### src/assert_macros.svh
// assertion macros shared by the correlation sum pair counter rtl
// expects clk_i and rst_ni in the scope of each use
`ifndef ASSERT_MACROS_SVH
`define ASSERT_MACROS_SVH

// property must hold at every clock edge outside reset
`define CSP_ASSERT(name, prop) \
  name: assert property (@(posedge clk_i) disable iff (!rst_ni) prop) \
    else $error("csp assertion failed");

// expression must never be true outside reset
`define CSP_ASSERT_NEVER(name, expr) \
  name: assert property (@(posedge clk_i) disable iff (!rst_ni) !(expr)) \
    else $error("csp forbidden condition seen");

`endif

### src/csp_pkg.sv
// types and constants for the correlation sum pair counter
// used by csp_ctrl, csp_dp and the top level, no dependencies
package csp_pkg;

  localparam int KIND_W   = 2;
  localparam int SAMPLE_W = 16;
  localparam int DIM_W    = 5;
  localparam int DLY_W    = 5;
  localparam int RADIUS_W = 40;
  localparam int PAIR_W   = 20;
  localparam int VCNT_W   = 11;
  localparam int SQ_W     = 32;
  localparam int PROD_W   = DIM_W + DLY_W;

  localparam logic [PAIR_W-1:0] PAIR_MAX = {PAIR_W{1'b1}};
  localparam logic [VCNT_W-1:0] VCNT_MAX = {VCNT_W{1'b1}};

  typedef enum logic [KIND_W-1:0] {
    KIND_LOAD    = 2'd0,
    KIND_QUERY   = 2'd1,
    KIND_RESTART = 2'd2
  } kind_e;

  typedef enum logic [2:0] {
    ST_IDLE,
    ST_SETUP,
    ST_RUN,
    ST_DRAIN,
    ST_RESULT
  } state_e;

  typedef struct packed {
    logic [KIND_W-1:0]          kind;
    logic signed [SAMPLE_W-1:0] sample_value;
    logic [DIM_W-1:0]           embed_dim;
    logic [RADIUS_W-1:0]        radius_sq;
  } csp_in_t;

  typedef struct packed {
    logic [PAIR_W-1:0] pair_count;
    logic [VCNT_W-1:0] vector_count;
    logic              too_few;
    logic              overflow_seen;
  } csp_out_t;

  typedef struct packed {
    logic load;
    logic restart;
    logic query;
    logic setup;
    logic step;
    logic result;
  } csp_cmd_t;

  typedef struct packed {
    logic few;
    logic last_elem;
    logic last_pair;
    logic pipe_busy;
    logic out_full;
  } csp_stat_t;

endpackage

### src/csp_ctrl.sv
// sequencer for the correlation sum pair counter
// depends on csp_pkg and assert_macros.svh
`include "assert_macros.svh"

module csp_ctrl (
  input  logic                       clk_i,
  input  logic                       rst_ni,
  input  logic                       in_valid_i,
  input  logic [csp_pkg::KIND_W-1:0] in_kind_i,
  output logic                       in_stall_o,
  input  csp_pkg::csp_stat_t         stat_i,
  output csp_pkg::csp_cmd_t          cmd_o
);
  import csp_pkg::*;

  state_e state_q, state_d;

  always_ff @(posedge clk_i or negedge rst_ni) begin
    if (!rst_ni) begin
      state_q <= ST_IDLE;
    end else begin
      state_q <= state_d;
    end
  end

  always_comb begin
    state_d    = state_q;
    cmd_o      = '0;
    in_stall_o = 1'b1;
    unique case (state_q)
      ST_IDLE: begin
        in_stall_o = 1'b0;
        if (in_valid_i) begin
          unique case (kind_e'(in_kind_i))
            KIND_LOAD: begin
              cmd_o.load = 1'b1;
            end
            KIND_RESTART: begin
              cmd_o.restart = 1'b1;
            end
            KIND_QUERY: begin
              cmd_o.query = 1'b1;
              state_d     = ST_SETUP;
            end
            default: begin
            end
          endcase
        end
      end
      ST_SETUP: begin
        cmd_o.setup = 1'b1;
        state_d     = stat_i.few ? ST_RESULT : ST_RUN;
      end
      ST_RUN: begin
        cmd_o.step = 1'b1;
        if (stat_i.last_elem && stat_i.last_pair) begin
          state_d = ST_DRAIN;
        end
      end
      ST_DRAIN: begin
        if (!stat_i.pipe_busy) begin
          state_d = ST_RESULT;
        end
      end
      ST_RESULT: begin
        if (!stat_i.out_full) begin
          cmd_o.result = 1'b1;
          state_d      = ST_IDLE;
        end
      end
      default: begin
        state_d = ST_IDLE;
      end
    endcase
  end

  `CSP_ASSERT(a_drain_done, state_q == ST_DRAIN && !stat_i.pipe_busy |=> state_q == ST_RESULT)
  `CSP_ASSERT(a_run_entry, state_q == ST_RUN && $past(state_q) != ST_RUN |-> $past(state_q) == ST_SETUP)

endmodule

### config.mk
export PLATFORM = sky130hd
export DESIGN_NAME = csp_ctrl
export DESIGN_NICKNAME = d
export VERILOG_FILES = /design/src/csp_pkg.sv /design/src/csp_ctrl.sv
export VERILOG_INCLUDE_DIRS = /design/src /design/src/src
export SDC_FILE = /design/constraint.sdc
export NUM_CORES = 1
export LEC_CHECK = 0
export ABC_AREA = 1
export BUFFER_PORTS_ARGS = -buffer_cell sky130_fd_sc_hd__buf_2
export CORE_AREA = 3 3 40 42
export CTS_CLUSTER_DIAMETER = 50
export DETAILED_ROUTE_END_ITERATION = 12
export DIE_AREA = 0 0 43 45
export GPL_ROUTABILITY_DRIVEN = 0
export PLACE_DENSITY_LB_ADDON = 0.3
export SYNTH_ARGS = -nofsm -noshare
export SYNTH_HDL_FRONTEND = slang
export SYNTH_SLANG_ARGS = --single-unit
export TNS_END_PERCENT = 10
### constraint.sdc
create_clock -name clk_i -period 2 [get_ports clk_i]
set_input_delay 0.4 -clock clk_i [delete_from_list [all_inputs] [get_ports clk_i]]
set_output_delay 0.4 -clock clk_i [all_outputs]
set_load 0.005 [all_outputs]
==> metrics, run 1 <==
run status=complete, no violations; PortBufs=16; Internal Power=about 300 µW; share of cells above drive strength 1=46.0%; VDD IR-drop max=between 400 and 500 µV; TritonCTS clock tree=done; Critical R2R Launch=state_q[1]$_DFFE_PN0P_; CP endpoint kind=output port; vias per cell=4.06; worst reg2reg path depth=7; flop2flop setup slack=0.89 ns; P per Cell Area=between 1000 and 1500 nW/µm²; placed cells=73; Die W=about 43 µm; P&R area growth vs syn=43.2%; initial antenna violation count=0; Num Clock Sinks=3; max cap viols=0; clk slew on worst S/H paths=about 0.040 ns; initial drt markers=10; Core ar.=1280 µm²; Clk pwr share=19.4%; post-CTS setup buffer count=0; Non-Filler Instances=78; # setup viols final=0; Pwr Total=563 µW; sw frac=48.1%; pin count of the biggest net entering global routing=9; vias in the first global route=301; CP Max Fanout=5; Crit Path Category=flip-flop to output port; grt ovf=0; leakage=approximately 0.24 nW; combinational power share=56.8%; Final Cycle Share=83.4%; Synth Instances=43; most frequent cells in the layout=16 x buf_2, 13 x nand2_1, 5 x nand3_1; worst hold stages=3; Detail Route Antenna Nets=0; yosys warns=0; clock latency at the later pin of the worst-skew pair=around 0.24 ns; commonest non-fill, non-tap cell in the layout=buf_2; Worst Skew=0.00324 ns; post-layout min period=1.67 ns; area share of the largest cell type after synthesis=26.2%; Nets=74; CTS Root Cell=clkbuf_4; Die Y=45 µm; first-pass iteration count of the detailed router=4; tightest hold margin=0.470 ns; largest registers=state_q x3; Synth Area per Inst=6.66 µm²; die area=1940 µm²; ranking of synthesized cells by area=dfrtp_1 26%, nand2_1 17%, nor2_4 12%, nand3_1 8.7%, inv_1 5.2%; number of inserted diodes=0; Final TNS setup=0 ns; reg2reg end=state_q[1]$_DFFE_PN0P_; CTS Hold Buffers Added=1; Critical Path AT=1.27 ns; Seq pwr share=23.8%; CP Launch Point=state_q[0]$_DFFE_PN0P_; Hold Crit Class=input pin to flip-flop; Hold Startpoint=stat_i[0]; Synth Register Bits=3; Post-route DRC=0; worst path required time=about 1.6 ns; final hold vios=0; CTS resizes=0; Slew Viols, Final=0; Wirelength per Cell=9.00 µm; Synth Cell Area=approximately 290 µm²; wirelength, routed=between 700 and 800 µm; largest reg by FF count=state_q; RSZ-0062 raised after global routing=no; WHS Endpoint=state_q[2]$_DFFE_PN0P_; CTS Buf Count=3; # rows=13; Largest register FFs=3; max frequency=599 MHz; relative slew slack=80.7%; htree depth=1; Synth area leader=dfrtp_1; GRT Total Usage=9.50%; Mapped Nets=53; starting density of the core=22.3%; Unique masters post-synth=15; first-pass GRT wire length=between 1 and 1.5 mm; DR vias=between 300 and 400; post-DP HPWL=547 µm; Clock Tree Buf Depth=2; CP startpoint kind=flip-flop; Worst Tran Pin Value=0.289 ns; Fill cells=141; register area share after synthesis=26.2%; Net Sw Power=~270 µW; I/O pin cnt=17
## critical path, cell delays in order (launching register included)
cell	delay (ns)
dfrtp_1	0.43
nor2_4	0.19
nand2_4	0.09
nor3b_1	0.18
buf_2	0.14
## synth_stat cells, drive strengths merged
master and instances:
nand3 5, nor3b 1, dfrtp 3, nor3 2, inv 7, buf 1
nor4 1, a21oi 1, nand2 15, nor2 7
## layout make-up
| class | instances | area [µm²] | area share (%) |
|---|---|---|---|
| repair buffers | 17 | 90.1 | 22.0 |
| inverters | 7 | 26.3 | 6.40 |
| well taps | 15 | 18.8 | 4.57 |
| multi-input cells | 32 | 174 | 42.4 |
| clock buffers | 4 | 26.3 | 6.40 |
| flip-flops and latches | 3 | 75.1 | 18.3 |
## stage by stage
| stage | area, µm² | setup slack (ns) | utilization (%) |
|---|---|---|---|
| after detailed placement | 374 | 0.587 | 29.1 |
| after global placement | 374 | 0.623 | 29.1 |
| after global routing | 410 | 0.202 | 31.9 |
| after CTS | 410 | 0.319 | 31.9 |
| final | 410 | 0.332 | 31.9 |
| after floorplan | 287 | 0.721 | - |
## per-layer routing
layer | wire length, µm | part of all wire (%) | GRT usage [%]
met1 | 286 | 41 | 12.8
met2 | 332 | 47 | 11.1
met3 | 83 | 12 | 5.98
met4 | 0 | 0 | 5.42
met5 | 0 | 0 | 0
## kinds of logic after synthesis
logic type	after synthesis	share of synthesized area (%)
flip-flops	3	26.2
AND/OR/NAND/NOR	31	59.0
buffers and inverters	8	13.1
AO/OA/AOI/OAI	1	1.75
## worst max-delay path by stage
stage | slack, ns | end | cells after the start
after floorplan | 0.72 | cmd_o[4] | 3
after global placement | 0.62 | cmd_o[4] | 4
after detailed placement | 0.59 | cmd_o[4] | 4
after CTS | 0.32 | cmd_o[4] | 4
after global routing | 0.20 | cmd_o[4] | 4
final | 0.33 | cmd_o[4] | 4
## power groups by stage
| stage | registers, mW | clock network [mW] | logic [mW] |
|---|---|---|---|
| detailed placement | 0.133 | 0 | 0.323 |
| floorplan | 0.117 | 0 | 0.262 |
| CTS | 0.133 | 0.115 | 0.326 |
| finish | 0.134 | 0.109 | 0.320 |
| global placement | 0.132 | 0 | 0.320 |
| global route | 0.140 | 0.126 | 0.370 |
Power figures use the tool's default switching activity.
==> run 2: changes to the inputs <==
Settings changed: ABC_AREA 1 to 0.
Clock period 2 ns to 1.6 ns, I/O delays scaled along.
==> run 2 against run 1 <==
Compared with the run above:
- the flow now finishes with violations (negative setup slack)
- worst setup slack worse by 0.44 ns
- area after synthesis shrank 11%
- sequential power is 15% lower
- highest routed layer is now met4
- utilization is 0.19 points higher
- cell area increased by 0.61%
- die area unchanged
- sequential share of layout area decreased by 0.11 points
- final cell count shrank 18%
- critical path type unchanged
- synthesized cell count decreased by 37%
- clock power grew 21%
- critical endpoint is now cmd_o[5]
==> metrics, run 2 <==
run status=finished with violations; failing checks=negative setup slack; Post-route DRC=0 (unchanged); Final Cycle Share=107%; P&R area growth vs syn=62.6%; worst path required time=1.28 ns (-0.32 ns); max frequency=584 MHz; post-DP HPWL=475 µm (-13%); pin count of the biggest net entering global routing=11 (+2); post-synthesis async set-or-reset flop share=100% (unchanged); post-layout min period=1.71 ns; CTS Buf Count=3 (unchanged); Largest register FFs=3 (unchanged); Crit path largest cell delay=0.43 ns (about the same); htree depth=1 (unchanged); Num Clock Sinks=3 (unchanged); largest registers=state_q x3; final instance area=413 µm² (+0.61%); RSZ-0062 raised after global routing=yes; grt ovf=0 (unchanged); Net Sw Power=208 µW (-23%); Synth Register Bits=3 (unchanged); combinational power share=56.1% (-0.7 points); Synth area leader=dfrtp_1; Final TNS setup=-0.251 ns (-0.251 ns); Die Y=45 µm (unchanged); die area=1940 µm² (unchanged); I/O pin cnt=17 (unchanged); starting density of the core=19.8% (-2.5 points); sw frac=37.1% (-11 points); worst setup margin=-0.112 ns (-0.444 ns); Fill cells=143 (+1.4%); Wirelength per Cell=11.2 µm (+24%); most frequent cells in the layout=16 x buf_2, 3 x clkbuf_4, 3 x buf_4, 3 x dfrtp_1; utilization after layout=32.1% (+0.19 points); ranking of synthesized cells by area=dfrtp_1 30%, nor4b_2 12%, buf_6 8.9%, nor3b_1 5.9%, or3_4 4.4%; Hold Crit Class=input pin to flip-flop; WP depth=3 (-1); vias in the first global route=271 (-10%); TritonCTS clock tree=done; register area share after synthesis=29.6% (+3.4 points); number of inserted diodes=0 (unchanged); Place WS=0.161 ns (-0.426 ns); post-CTS setup buffer count=0 (unchanged); final hold vios=0 (unchanged); Mapped Nets=37 (-30%); max cap viols=0 (unchanged); Unique masters post-synth=20 (+5); # setup viols final=3 (+3); Pwr Total=559 µW (-0.69%); relative slew slack=87.6% (+6.8 points); Worst Tran Pin Value=0.186 ns (-0.103 ns); Synth Area per Inst=9.41 µm² (+41%); largest reg by FF count=state_q; CP Max Fanout=4 (-1); yosys warns=0 (unchanged); Detail Route Antenna Nets=0 (unchanged); count leader, synth=dfrtp_1; Clk pwr share=23.6% (+4.2 points); Placement Cell Area=353 µm² (-5.7%); GRT Total Usage=8.10% (-1.4 points); area share of the largest cell type after synthesis=29.6% (+3.4 points); clk slew on worst S/H paths=0.03 ns (about the same); wirelength, routed=714 µm (+1.7%); Clock Tree Buf Depth=2 (unchanged); Seq pwr share=20.4% (-3.4 points); initial antenna violation count=0 (unchanged); Critical path buffers and inverters=1 (unchanged); # rows=13 (unchanged); commonest non-fill, non-tap cell in the layout=buf_2; Worst Skew=0.00164 ns (-0.00160 ns); kind of cell adding the most delay to the critical path=simple AND/OR/NAND/NOR gates; number of synthesized flops with an enable pin=0 (unchanged); Critical Path AT=1.39 ns (+0.12 ns); crit path cell chain=or3_4, nor4b_4, buf_2; dominant synthesized flop cell=dfrtp_1; vias per cell=4.45 (+9.6%); first-pass GRT wire length=1.03 mm (-19%); PortBufs=16 (unchanged); Core ar.=1280 µm² (unchanged); worst reg2reg path depth=3 (-4); P per Cell Area=1350 nW/µm² (-1.3%); flop2flop setup slack=0.32 ns (-0.57 ns); CP startpoint kind=flip-flop; VDD IR-drop max=506 µV (+5.4%); CP endpoint kind=output port; first-pass iteration count of the detailed router=4 (unchanged); Slowest-stage cell, CP=or3_4; Synth Instances=27 (-37%); initial drt markers=3 (-7); leakage=0.200 nW (-16%); clock latency at the later pin of the worst-skew pair=0.23 ns (about the same); Nets=60 (-19%); Slew Viols, Final=0 (unchanged); Die W=43 µm (unchanged); CTS Root Cell=clkbuf_4; worst hold stages=3 (unchanged); share of cells above drive strength 1=53.1% (+7.0 points); Synth Cell Area=254 µm² (-11%); Internal Power=352 µW (+20%); DR vias=285 (-10%); Crit Path Category=flip-flop to output port
-- run 2: through the flow --
| step | instances | hold WS, ns |
|---|---|---|
| floorplan | 27 | 0.0244 |
| global placement | 59 | 0.118 |
| detailed placement | 59 | 0.119 |
| CTS | 64 | 0.374 |
| global route | 64 | 0.410 |
| finish | 64 | 0.381 |
-- run 2: cell type report --
| cell class | instances | area (µm²) | area share, % |
|---|---|---|---|
| Clock buffer | 4 | 26.3 | 6.36 |
| Inverter | 1 | 3.75 | 0.909 |
| Sequential cell | 3 | 75.1 | 18.2 |
| Tap cell | 15 | 18.8 | 4.55 |
| Timing Repair Buffer | 20 | 113 | 27.3 |
| Multi-Input combinational cell | 21 | 176 | 42.7 |
-- run 2: timing repair --
| action | CTS | global route |
|---|---|---|
| pin swaps | 1 | 0 |
| endpoints found under the setup margin | 3 | 4 |
| endpoints found under the hold margin | 3 | 0 |
| hold buffers | 1 | 0 |
| resized for setup | 0 | 3 |
-- run 2: final timing paths --
path | start | to
setup / recovery | state_q[0]$_DFFE_PN0P_ | cmd_o[5]
hold / removal | stat_i[1] | state_q[0]$_DFFE_PN0P_
setup reg to reg | state_q[1]$_DFFE_PN0P_ | state_q[0]$_DFFE_PN0P_
hold reg to reg | state_q[2]$_DFFE_PN0P_ | state_q[0]$_DFFE_PN0P_
max in group asynchronous | rst_ni | state_q[0]$_DFFE_PN0P_
min in group asynchronous | rst_ni | state_q[1]$_DFFE_PN0P_
-- run 2: cells by family (layout without fill, tap and decap cells) --
logic type / after synthesis / after routing / synth area share, %
flip-flops: 3 / 3 / 29.6
buffers and inverters: 3 / 25 / 10.3
AND/OR/NAND/NOR: 17 / 17 / 50.2
AO/OA/AOI/OAI: 4 / 4 / 9.85
-- run 2: per-layer routing --
layer | part of all wire [%] | vias to the layer above | GRT usage, %
met5 | 0 | - | 0
met4 | 2.4 | 0 | 12.7
met3 | 9.1 | 2 | 2.39
met2 | 50 | 15 | 10.5
met1 | 38 | 124 | 8.50
li1 | - | 144 | -
-- run 2: power groups by stage --
stage	Clock, mW	Combinational [mW]	Sequential, mW
floorplan	0	0.193	0.121
global placement	0	0.285	0.115
detailed placement	0	0.286	0.115
CTS	0.141	0.289	0.114
global route	0.145	0.347	0.118
finish	0.132	0.314	0.114
-- run 2: worst min-delay path: stages --
cell	delay [ns]
buf_2	0.10
nand3_1	0.07
a31oi_1	0.07
==> run 3: changes to the inputs <==
Settings changed: MAX_ROUTING_LAYER set to met4.
Clock period 1.6 ns to 1.5 ns, I/O delays scaled along.
==> run 3 against run 2 <==
Compared with the run above:
- the flow still finishes with violations (negative setup slack)
- first-iteration DRC count stayed put
- clock power grew 9%
- sequential share of layout area down 0.69 points
- flip-flop and latch count is the same
- via count down 0.35%
- critical endpoint unchanged
==> metrics, run 3 (synthesis results as in run 2) <==
run status=finished with violations; failing checks=negative setup slack; Final Cycle Share=113%; clock latency at the later pin of the worst-skew pair=0.23 ns (about the same); most frequent cells in the layout=16 x buf_2, 3 x nor4b_4, 3 x clkbuf_4, 3 x dfrtp_1; P&R area growth vs syn=69.0%; utilization after layout=33.4% (+1.3 points); sw frac=37.6% (+0.47 points); placed cells=59 (unchanged); Detail Route Antenna Nets=0 (unchanged); CP startpoint kind=flip-flop; Wirelength per Cell=11.3 µm (+0.84%); Clk pwr share=22.9% (-0.7 points); Internal Power=393 µW (+12%); P per Cell Area=1470 nW/µm² (+8.3%); commonest non-fill, non-tap cell in the layout=buf_2; combinational power share=57.2% (+1.1 points); worst path required time=1.20 ns (-0.08 ns); grt ovf=0 (unchanged); Place WS=0.0810 ns (-0.0800 ns); Crit Path Category=flip-flop to output port; die area=1940 µm² (unchanged); post-layout min period=1.70 ns; Die W=43 µm (unchanged); Worst Tran Pin Value=0.185 ns (-0.000543 ns); GRT Total Usage=8.34% (+0.24 points); Clock Tree Buf Depth=2 (unchanged); initial drt markers=3 (unchanged); Worst Skew=0.00236 ns (+0.000722 ns); Hold Crit Class=input pin to flip-flop; vias per cell=4.44 (-0.35%); RSZ-0062 raised after global routing=yes; # rows=13 (unchanged); relative slew slack=87.6% (about the same); final hold vios=0 (unchanged); share of cells above drive strength 1=53.1% (unchanged); post-DP HPWL=475 µm (unchanged); htree depth=1 (unchanged); Num Clock Sinks=3 (unchanged); TritonCTS clock tree=done; Core ar.=1280 µm² (unchanged); first-pass iteration count of the detailed router=4 (unchanged); CP Max Fanout=4 (unchanged); Nets=60 (unchanged); Slew Viols, Final=0 (unchanged); Die Y=45 µm (unchanged); CTS Buf Count=3 (unchanged); CP endpoint kind=output port; largest registers=state_q x3; max cap viols=0 (unchanged); leakage=0.203 nW (+1.5%); # setup viols final=3 (unchanged); initial antenna violation count=0 (unchanged); clk slew on worst S/H paths=0.04 ns (about the same); VDD IR-drop max=502 µV (-0.89%); Seq pwr share=19.9% (-0.5 points); Non-Filler Instances=64 (unchanged); DR vias=284 (-0.35%); first-pass GRT wire length=1.03 mm (unchanged); wirelength, routed=720 µm (+0.84%); PortBufs=16 (unchanged); CTS Root Cell=clkbuf_4; pin count of the biggest net entering global routing=11 (unchanged); Largest register FFs=3 (unchanged); I/O pin cnt=17 (unchanged); Critical Path AT=1.40 ns (about the same); vias in the first global route=271 (unchanged); number of inserted diodes=0 (unchanged); Post-route DRC=0 (unchanged); Final TNS setup=-0.513 ns (-0.262 ns); worst setup margin=-0.199 ns (-0.0865 ns); Net Sw Power=237 µW (+14%); max frequency=roughly 590 MHz; starting density of the core=19.8% (unchanged); largest reg by FF count=state_q
-- run 3: worst paths after layout --
| path | from | endpoint | slack (ns) | cells after the start |
|---|---|---|---|---|
| setup / recovery | state_q[0]$_DFFE_PN0P_ | cmd_o[5] | -0.20 | 3 |
| hold / removal | stat_i[1] | state_q[0]$_DFFE_PN0P_ | 0.35 | 3 |
| setup reg to reg | state_q[0]$_DFFE_PN0P_ | state_q[0]$_DFFE_PN0P_ | 0.23 | 3 |
| hold reg to reg | state_q[2]$_DFFE_PN0P_ | state_q[0]$_DFFE_PN0P_ | 0.56 | 2 |
| max in group asynchronous | rst_ni | state_q[1]$_DFFE_PN0P_ | 1.01 | 2 |
| min in group asynchronous | rst_ni | state_q[2]$_DFFE_PN0P_ | 0.39 | 2 |
-- run 3: routing by layer --
| layer | vias up | track usage (%) | share of wire, % |
|---|---|---|---|
| met5 | - | - | 0 |
| met4 | 0 | 12.7 | 0 |
| met3 | 0 | 2.39 | 9.3 |
| met2 | 15 | 10.5 | 52 |
| met1 | 124 | 8.50 | 39 |
| li1 | 145 | - | - |
-- run 3: through the flow --
step | hold WS, ns | cell area, µm² | power (mW)
after floorplan | 0.00441 | 254 | 0.336
after CTS | 0.354 | 395 | 0.587
final | 0.354 | 429 | 0.630
after global routing | 0.389 | 429 | 0.680
after global placement | 0.0981 | 353 | 0.427
after detailed placement | 0.0992 | 353 | 0.428
-- run 3: power groups by stage --
stage | sequential (mW) | combinational [mW] | clock, mW
detailed placement | 0.123 | 0.305 | 0
global placement | 0.123 | 0.304 | 0
floorplan | 0.130 | 0.206 | 0
CTS | 0.122 | 0.314 | 0.150
global route | 0.130 | 0.396 | 0.154
finish | 0.125 | 0.360 | 0.144
-- run 3: cell type report --
cell class,count,area (µm²)
clock buffer,4,26.3
fill,144,856
inverter,1,3.75
multi-input combinational,21,185
sequential,3,75.1
tap,15,18.8
timing repair buffer,20,120
-- run 3: worst max-delay path, stage by stage (launching register included) --
cell	delay, ns
dfrtp_1	0.37
or3_4	0.43
nor4b_4	0.22
buf_2	0.15
-- run 3: timing repair --
| item | 4_1_cts | 5_1_grt |
|---|---|---|
| pin swaps | 1 | 0 |
| buffers inserted | 0 | 0 |
| hold buffers | 1 | 0 |
| gates resized for setup | 1 | 5 |
| setup endpoints to repair | 4 | 5 |
| hold endpoints to repair | 3 | 0 |
